File: config.mk
export PLATFORM = sky130hd
export DESIGN_NAME = s3f_front
export DESIGN_NICKNAME = d
export VERILOG_FILES = /design/src/s3f_pkg.sv /design/src/s3f_front.sv
export SDC_FILE = /design/constraint.sdc
export NUM_CORES = 1
export LEC_CHECK = 0
export BUFFER_PORTS_ARGS = -buffer_cell sky130_fd_sc_hd__clkbuf_2
export CAP_MARGIN = 20
export CORE_MARGIN = 5
export CORE_UTILIZATION = 40
export CTS_CLUSTER_DIAMETER = 50
export DETAILED_ROUTE_END_ITERATION = 7
export GPL_TIMING_DRIVEN = 0
export PLACE_DENSITY_LB_ADDON = 0.12
export RECOVER_POWER = 100
export SLEW_MARGIN = 15
export SYNTH_ARGS = -nofsm -noshare
export SYNTH_HDL_FRONTEND = slang
export SYNTH_SLANG_ARGS = --single-unit
export TNS_END_PERCENT = 1
File: constraint.sdc
create_clock -name clk -period 7.98 [get_ports clk]
set_input_delay 1.596 -clock clk [delete_from_list [all_inputs] [get_ports clk]]
set_output_delay 1.596 -clock clk [all_outputs]
set_load 0.03 [all_outputs]
File: src/s3f_pkg.sv
// S3-FIFO eviction engine: shared word types, register map and constants.
// No dependencies; imported by every module of the block.
`timescale 1ns / 1ps

package s3f_pkg;

  localparam int ADDR_W      = 4;
  localparam int MAX_RESULTS = 64;

  localparam logic [1:0] KIND_INSERT = 2'd0;
  localparam logic [1:0] KIND_ACCESS = 2'd1;
  localparam logic [1:0] KIND_ERASE  = 2'd2;
  localparam logic [1:0] KIND_EVICT  = 2'd3;

  localparam logic [1:0] REG_RATIO    = 2'd0;
  localparam logic [1:0] REG_MAX_FREQ = 2'd1;
  localparam logic [1:0] REG_FLOOR    = 2'd2;

  localparam logic [8:0] RATIO_RESET    = 9'd26;
  localparam logic [8:0] RATIO_FULL     = 9'd256;
  localparam logic [2:0] MAX_FREQ_RESET = 3'd3;
  localparam logic [6:0] FLOOR_RESET    = 7'd16;

  typedef struct packed {
    logic [1:0]  kind;
    logic [5:0]  slot;
    logic [63:0] entry_key;
    logic [31:0] entry_size;
    logic [37:0] need_bytes;
    logic [6:0]  need_files;
  } in_word_t;

  typedef struct packed {
    logic        ghost_hit;
    logic        victim_valid;
    logic [5:0]  victim_slot;
    logic [31:0] victim_size;
    logic        last;
  } out_word_t;

  typedef struct packed {
    logic [1:0]  kind;
    logic        in_range;
    logic [5:0]  slot;
    logic [63:0] key;
    logic [31:0] size;
    logic [37:0] need_bytes;
    logic [6:0]  need_files;
  } cmd_t;

  typedef struct packed {
    logic [8:0] ratio;
    logic [2:0] max_freq;
    logic [6:0] floor;
  } cfg_t;

endpackage

File: src/s3f_front.sv
// S3-FIFO front end: accepts request words, classifies them and queues them.
// Depends on s3f_pkg.
`timescale 1ns / 1ps

module s3f_front #(
  parameter int ENTRIES = 64
) (
  input  logic              clk,
  input  logic              rst,
  input  logic              req_valid,
  output logic              req_ready,
  input  s3f_pkg::in_word_t req,
  output logic              cmd_valid,
  input  logic              cmd_ready,
  output s3f_pkg::cmd_t     cmd
);
  import s3f_pkg::*;

  in_word_t   fifo [2];
  logic       wp;
  logic       rp;
  logic [1:0] fill;
  logic       push;
  logic       pop;
  in_word_t   head_word;

  assign req_ready = (fill != 2'd2);
  assign cmd_valid = (fill != 2'd0);
  assign push      = req_valid && req_ready;
  assign pop       = cmd_valid && cmd_ready;
  assign head_word = fifo[rp];

  always_comb begin
    cmd.kind       = head_word.kind;
    cmd.in_range   = (32'(head_word.slot) < 32'(ENTRIES));
    cmd.slot       = head_word.slot;
    cmd.key        = head_word.entry_key;
    cmd.size       = head_word.entry_size;
    cmd.need_bytes = head_word.need_bytes;
    cmd.need_files = head_word.need_files;
  end

  always_ff @(posedge clk) begin
    if (push) begin
      fifo[wp] <= req;
    end
  end

  always_ff @(posedge clk) begin
    if (rst) begin
      wp   <= 1'b0;
      rp   <= 1'b0;
      fill <= 2'd0;
    end else begin
      if (push) begin
        wp <= ~wp;
      end
      if (pop) begin
        rp <= ~rp;
      end
      if (push && !pop) begin
        fill <= fill + 2'd1;
      end else if (pop && !push) begin
        fill <= fill - 2'd1;
      end
    end
  end

endmodule

# After elaboration in Yosys (flattened, before gate mapping)

Memory sizes are Yosys's and may differ from the RTL's. A register that Yosys moved wholly into a read port is not among the register bits.
Index checks and enable logic that the tools add are counted.

Bits in registers: 4
Bits in writable memories: 298
Input bits: 153
Output and inout bits: 152
Logic and storage cells: 23
Memories kept: 1

Add/sub/neg operators: 2
Equal/unequal tests: 1
Multiplexer cells: 6
Bitwise gates (word level): 2
Reductions and logical operators: 8

Memory list:

| name | words | width | rd ports | clocked after memory_dff | wr ports | RTL line        | source |
|---|---|---|---|---|---|---|---|
| fifo | 2     | 149   | 1        | 1                        | 1        | s3f_front.sv:19 | `in_word_t fifo [2];` |

Operator list:

| cell                                                                | number |
|---|---|
| 1-bit logical AND                                                   | 4 |
| 1-bit two-way mux                                                   | 4 |
| 2-bit two-way mux                                                   | 2 |
| 2-bit nonzero test                                                  | 2 |
| 2-bit by 1-bit adder with 2-bit output (second input constant)      | 1 |
| 1-bit logical NOT                                                   | 2 |
| 2-bit inequality test (second input constant)                       | 1 |
| 1-bit inverter                                                      | 2 |
| 2-bit by 1-bit subtractor with 2-bit output (second input constant) | 1 |

# Longest topological paths before layout

Gate-level depths: netlist (run 1).

Depth after elaboration: 6
Depth in mapped cells: 6
Depth with buffers taken out: 6

# Worst setup path before layout (run 1)

No wires, ideal clock.

Path type: input port to flip-flop
Start point: input port req_valid
End point: memory fifo[1][0] in the netlist's numbering (enable)
Arrival: 5.066 ns
Required time: 7.452 ns
Slack: 2.387 ns
Stages: 1
Cells stage by stage: and3_1

Longest elaborated chain between the ends: 3

RTL lines:

| item                                    | RTL line        | source |
|---|---|---|
| start, declared                         | s3f_front.sv:10 | `input logic req_valid,` |
| 1-bit logical AND                       | s3f_front.sv:29 | `assign push = req_valid && req_ready;` |
| 1-bit two-way mux                       | s3f_front.sv:44 | `if (push) begin` |
| 1-bit two-way mux (not written as such) | s3f_front.sv:45 | `fifo[wp] <= req;` |
| end, declared                           | s3f_front.sv:19 |  |

No other way between the ends.

==> results of run 1 <==
## flip-flops by register name (all words and copies together) (netlist names), named ones only
name / cells
fifo: 298
fill: 2
rp: 1
wp: 1
## critical path, stage by stage, from the launching register on
cell and delay, ns:
dfxtp_1 0.32, buf_6 0.12, clkbuf_1 0.60, clkbuf_1 0.73, mux2_4 0.28, clkbuf_1 0.39
## cell usage after synthesis, drive strengths merged
master / count
xor2: 3
a21oi: 2
buf: 18
or3: 1
and2: 1
ha: 1
edfxtp: 298
inv: 1
nand3b: 1
or2: 1
conb: 1
nand2b: 1
dfxtp: 5
mux2: 149
and3: 1
nor2: 3
o21ai: 2
a21bo: 1
## logic make-up (layout without fill, tap and decap cells)
logic type,Yosys count,count (layout),synth area share (%)
buffers and inverters,19,384,1.61
XOR/XNOR,3,3,0.230
multiplexers,149,149,18.0
AND/OR/NAND/NOR,9,9,0.439
flip-flops,303,303,79.3
other,1,1,0.0329
adder cells (fa/ha/maj),1,1,0.110
AO/OA/AOI/OAI,5,5,0.263
## metal layers
layer,GRT usage (%),up-vias
met5,0,-
met4,4.32,6
met3,5.15,50
met2,23.6,212
met1,16.2,2764
li1,-,2633
## power by group
group          switching, mW  internal [mW]
clock                  0.575          0.959
combinational          0.977          0.516
sequential            0.0470           1.99
total                   1.60           3.46
## how the worst min path moves through the flow
stage	start	end	slack [ns]	cells after the start
6_report	rp	register	0.54	2
5_1_grt	rp	rp	0.58	2
4_1_cts	rp	register	0.54	2
3_5_place_dp	rp	register	0.52	2
3_3_place_gp	rp	rp	0.49	2
2_1_floorplan	fill[1]	fill[1]	0.47	2
## per-stage QoR
stage	hold slack, ns	area, sq um
2_1_floorplan	0.471	11400
3_3_place_gp	0.486	13400
3_5_place_dp	0.521	13500
4_1_cts	0.539	14600
5_1_grt	0.582	14200
6_report	0.537	14200
## cell type report
cell class / count / share of cell area, %
plain buffers: 18 / 0.661
multi-input cells: 168 / 15.3
flip-flops and latches: 303 / 63.7
well taps: 378 / 3.33
inverters: 1 / 0.0793
clock inverters: 11 / 0.907
clock buffers: 48 / 6.96
repair buffers: 306 / 9.04
==> results.ini, run 1 <==
[routing]
vias = 5665
route.detailed.drc = 0
wl_per_cell_um = 18.7
drt_iter0_markers = 240
met1_length_um = 8670
via_per_inst = 4.59
highest_layer = met5
wl_met2_um = 11600
dr.pass1.iters = 4
dr_wl_met3_um = 2210
wirelength_um = 23100
ant_nets = 0

[sta]
clock_skew_ns = 0.00948
setup_tns_ns = 0
setup_viol = 0
hold_viol = 0
rsz0062_at_grt = false
fin_ws_ns = 3.46
finalCritPeriodShare_pct = 56.7
slew_headroom_pct = -75.9
maxSlewViolCount = 51
max_freq_mhz = 221
tightest_slew_ns = 2.64
period_needed_ns = 4.52

[clock_tree]
cts.htree.levels = 2
cts-root-buf = clkbuf_16
cts_resized = 0
cts_tree = built
path_clk_slew_ns = 0.06
cts_buffers = 35
post_cts_buffers = 0
ctsLongestPathBuffers = 3
clkSinkCount = 303
insertion_delay_ns = 0.49
hold_buffers = 0

[pwr]
p_per_area_mw_per_mm2 = 356
irDropWorstVdd_v = 0.000202
p_leak_nw = 4.91
p_total_mw = 5.06

[yosys]
yosys.cell_types.count = 21
synthCells = 490
yosysWarnings = 0
synth_fp_nets = 644
post-synth-top-area-cell = edfxtp_1
synth-seq-cells = 303
synth_area_sq_mm = 0.0114
synth_top_area_share_pct = 78.4
syn_avg_cell_area_sq_um = 23.3
ys_top_cells_by_area = edfxtp_1, mux2_4, mux2_2
ys_seq_area_share_pct = 79.3

[grt]
grt_pass1_wl_um = 33900
grt_max_degree = 78
grt.overflow.total = 0
grt_pass1_vias = 6172
track_usage_pct = 13.8
antenna_found_initial = 3

[final_layout]
utilization_pct = 50.7
area_delta_synth_final_pct = 24.5
final_layout_size_suffix_gt1_share_pct = 29.7
layout_common_cells = edfxtp_1, clkbuf_1, mux2_4, clkbuf_2, mux2_2
antenna_cells = 0
nets = 987
fillerInstances = 2447
final_common_cell = edfxtp_1
register_area_sq_mm = 0.00905
multi_input_area_sq_mm = 0.00218
layout.cells.non_filler = 1233

[worst_setup_path]
crit_arrival_ns = 2.93
reg2reg_depth = 3
r2r_setup_slack_ns = 4.64
cp_max_fo = 10
r2r_start = fill[0]
crit_end = cmd[86]
rr_endpoint = fifo[1][112]
startpoint_type = register
worst-setup-path-type = reg2out
worstPathRequired_ns = 6.38
endpoint_kind = primary output

[placement]
routabilityCongestion = 0.729
hpwl_um = 16100
dp.cells = 1174
pre_cts_slack_ns = 4.72
portBuffers = 303

[floorplan]
die_area_sq_mm = 0.0320
dieWidth_um = 179
fp.coreArea_sq_mm = 0.0280
initial_core_util_pct = 40.7
pin_count = 305
rows = 61
fp.dieH_um = 179

[outcome]
status = finished, violations left
violations = max-capacitance violations, max-slew violations

[flow_run]
drv_cap = 1

[worst_hold_path]
hp-class = reg2reg

No activity file was read; power rests on OpenSTA's default activity.
==> inputs of run 2 (changes only) <==
==> constraint.sdc (replaced) <==
create_clock -name clk -period 4.1 [get_ports clk]
set_input_delay 0.82 -clock clk [delete_from_list [all_inputs] [get_ports clk]]
set_output_delay 0.82 -clock clk [all_outputs]
set_load 0.03 [all_outputs]
==> results.ini, run 2 (synthesis gave the netlist of run 1 again) <==
[grt]
antenna_found_initial = 2  ; was 3
grt.overflow.total = 0  ; unchanged
track_usage_pct = 13.9  ; was 13.8%
grt_max_degree = 76  ; was 78
grt_pass1_vias = 6171  ; was 6172
grt_pass1_wl_um = 34000  ; was 33900 um

[clock_tree]
insertion_delay_ns = 0.49  ; about the same
cts_tree = built  ; unchanged
cts-root-buf = clkbuf_16  ; unchanged
hold_buffers = 0  ; unchanged
cts_resized = 0  ; unchanged
cts_buffers = 35  ; unchanged
path_clk_slew_ns = 0.06  ; about the same
ctsLongestPathBuffers = 3  ; unchanged
cts.htree.levels = 2  ; unchanged
post_cts_buffers = 0  ; unchanged
clkSinkCount = 303  ; unchanged

[worst_setup_path]
startpoint_type = register  ; unchanged
endpoint_kind = primary output  ; unchanged
cp_max_fo = 10  ; unchanged
worst-setup-path-type = reg2out  ; unchanged
cp_slowest_cell = clkbuf_1  ; unchanged
crit_arrival_ns = 2.42  ; was 2.93 ns
rr_endpoint = fifo[1][126]  ; was fifo[1][112]
r2r_start = fill[0]  ; unchanged
crit_end = cmd[31]  ; was cmd[86]
worstPathRequired_ns = 3.28  ; was 6.38 ns
reg2reg_depth = 4  ; was 3
r2r_setup_slack_ns = 1.19  ; was 4.64 ns
max_stage_delay_ns = 0.66  ; was 0.73 ns
cp_cell_sequence = buf_6 > buf_6 > clkbuf_1 > mux2_4 > clkbuf_1  ; was buf_6 > clkbuf_1 > clkbuf_1 > mux2_4 > clkbuf_1

[floorplan]
dieWidth_um = 179  ; unchanged
initial_core_util_pct = 40.7  ; unchanged
fp.coreArea_sq_mm = 0.0280  ; unchanged
pin_count = 305  ; unchanged
rows = 61  ; unchanged
fp.dieH_um = 179  ; unchanged
die_area_sq_mm = 0.0320  ; unchanged

[final_layout]
layout.cells.non_filler = 1236  ; was 1233
top_register = fifo  ; unchanged
final_layout_size_suffix_gt1_share_pct = 31.7  ; was 29.7%
fillerInstances = 2428  ; was 2447
area_delta_synth_final_pct = 25.0  ; was 24.5%
final_common_cell = edfxtp_1  ; unchanged
nets = 988  ; was 987
largest_reg_flops = 298  ; unchanged
layout_common_cells = edfxtp_1, clkbuf_1, mux2_4, clkbuf_2, mux2_2  ; unchanged
reg_top3 = fifo: 298 flops, fill: 2 flops  ; unchanged

[sta]
maxSlewViolCount = 32  ; was 51
max_freq_mhz = 308
tightest_slew_ns = 1.69  ; was 2.64 ns
finalCritPeriodShare_pct = 79.1
setup_tns_ns = 0  ; unchanged
clock_skew_ns = 0.0104  ; was 0.00948 ns
rsz0062_at_grt = false  ; unchanged
period_needed_ns = 3.24
hold_viol = 0  ; unchanged
slew_headroom_pct = -12.4  ; was -75.9%
setup_viol = 0  ; unchanged
fin_ws_ns = 0.857  ; was 3.46 ns

[routing]
wirelength_um = 22900  ; was 23100 um
wl_per_cell_um = 18.6  ; was 18.7 um
ant_nets = 0  ; unchanged
route.detailed.drc = 0  ; unchanged
drt_iter0_markers = 218  ; was 240
dr.pass1.iters = 4  ; unchanged
vias = 5652  ; was 5665
via_per_inst = 4.57  ; was 4.59

[placement]
pre_cts_slack_ns = 1.59  ; was 4.72 ns
dp.cells = 1175  ; was 1174
routabilityCongestion = 0.732  ; was 0.729
portBuffers = 303  ; unchanged
hpwl_um = 16300  ; was 16100 um

[pwr]
p_per_area_mw_per_mm2 = 691  ; was 356 mW/mm^2
irDropWorstVdd_v = 0.000370  ; was 0.000202 V
p_leak_nw = 4.99  ; was 4.91 nW

[flow_run]
drv_cap = 1  ; unchanged

[outcome]
status = finished, violations left  ; unchanged
violations = max-capacitance violations, max-slew violations  ; unchanged

[worst_hold_path]
hp-class = in2reg  ; was reg2reg

[run 2: changes by cell type in the layout (fill, tap and decap cells not counted), sizes merged]
cell / before / now
clkbuf: 364 / 359
clkinv: 8 / 12
buf: 8 / 9
bufinv: 3 / 4
clkinvlp: 0 / 1
diode: 0 / 1
[run 2: stage by stage]
step | utilization [%] | instance area, sq um | total power [mW] | hold WS [ns]
2_1_floorplan | - | 11400 | 6.34 | 0.471
3_3_place_gp | 47.8 | 13400 | 7.15 | 0.484
3_5_place_dp | 48.2 | 13500 | 7.17 | 0.506
4_1_cts | 52.3 | 14600 | 10.2 | 0.482
5_1_grt | 50.9 | 14300 | 10.3 | 0.483
6_report | 50.9 | 14300 | 9.85 | 0.517
[run 2: power by group]
| part | total [mW] | internal, mW | leakage [nW] | switching (mW) |
|---|---|---|---|---|
| Clock | 2.99 | 1.88 | 0.543 | 1.11 |
| Combinational | 2.90 | 1.01 | 1.62 | 1.90 |
| Sequential | 3.96 | 3.87 | 2.82 | 0.0919 |
[run 2: critical path, delay by kind of cell (launching register included)]
kind	cells	cell delay, ns
buf+inv	4	1.33
flops	1	0.32
mux	1	0.28
[run 2: area by class of cell]
class / count / area [sq um] / share of cell area, %
repair buffers: 307 / 1330 / 9.29
inverters: 1 / 11.3 / 0.0790
plain buffers: 18 / 93.8 / 0.658
diodes: 1 / 2.50 / 0.0175
well taps: 378 / 473 / 3.32
flip-flops and latches: 303 / 9050 / 63.4
clock buffers: 43 / 948 / 6.65
clock inverters: 17 / 179 / 1.25
multi-input cells: 168 / 2180 / 15.3
[run 2: how the worst min path moves through the flow]
stage,start,endpoint,cells after the start
after detailed placement,rp,register,2
after global routing,req[42],fifo[0][42],1
after floorplan,fill[1],fill[1],2
final,req[116],fifo[1][116],1
after CTS,req[50],fifo[0][50],1
after global placement,rp,rp,2
[run 2: layer usage]
metal	wire, um	global-route usage (%)	up-vias
met2	11500	23.3	222
li1	-	-	2644
met1	8580	16.1	2747
met3	2410	6.16	35
met4	386	4.03	4
met5	21	0	-
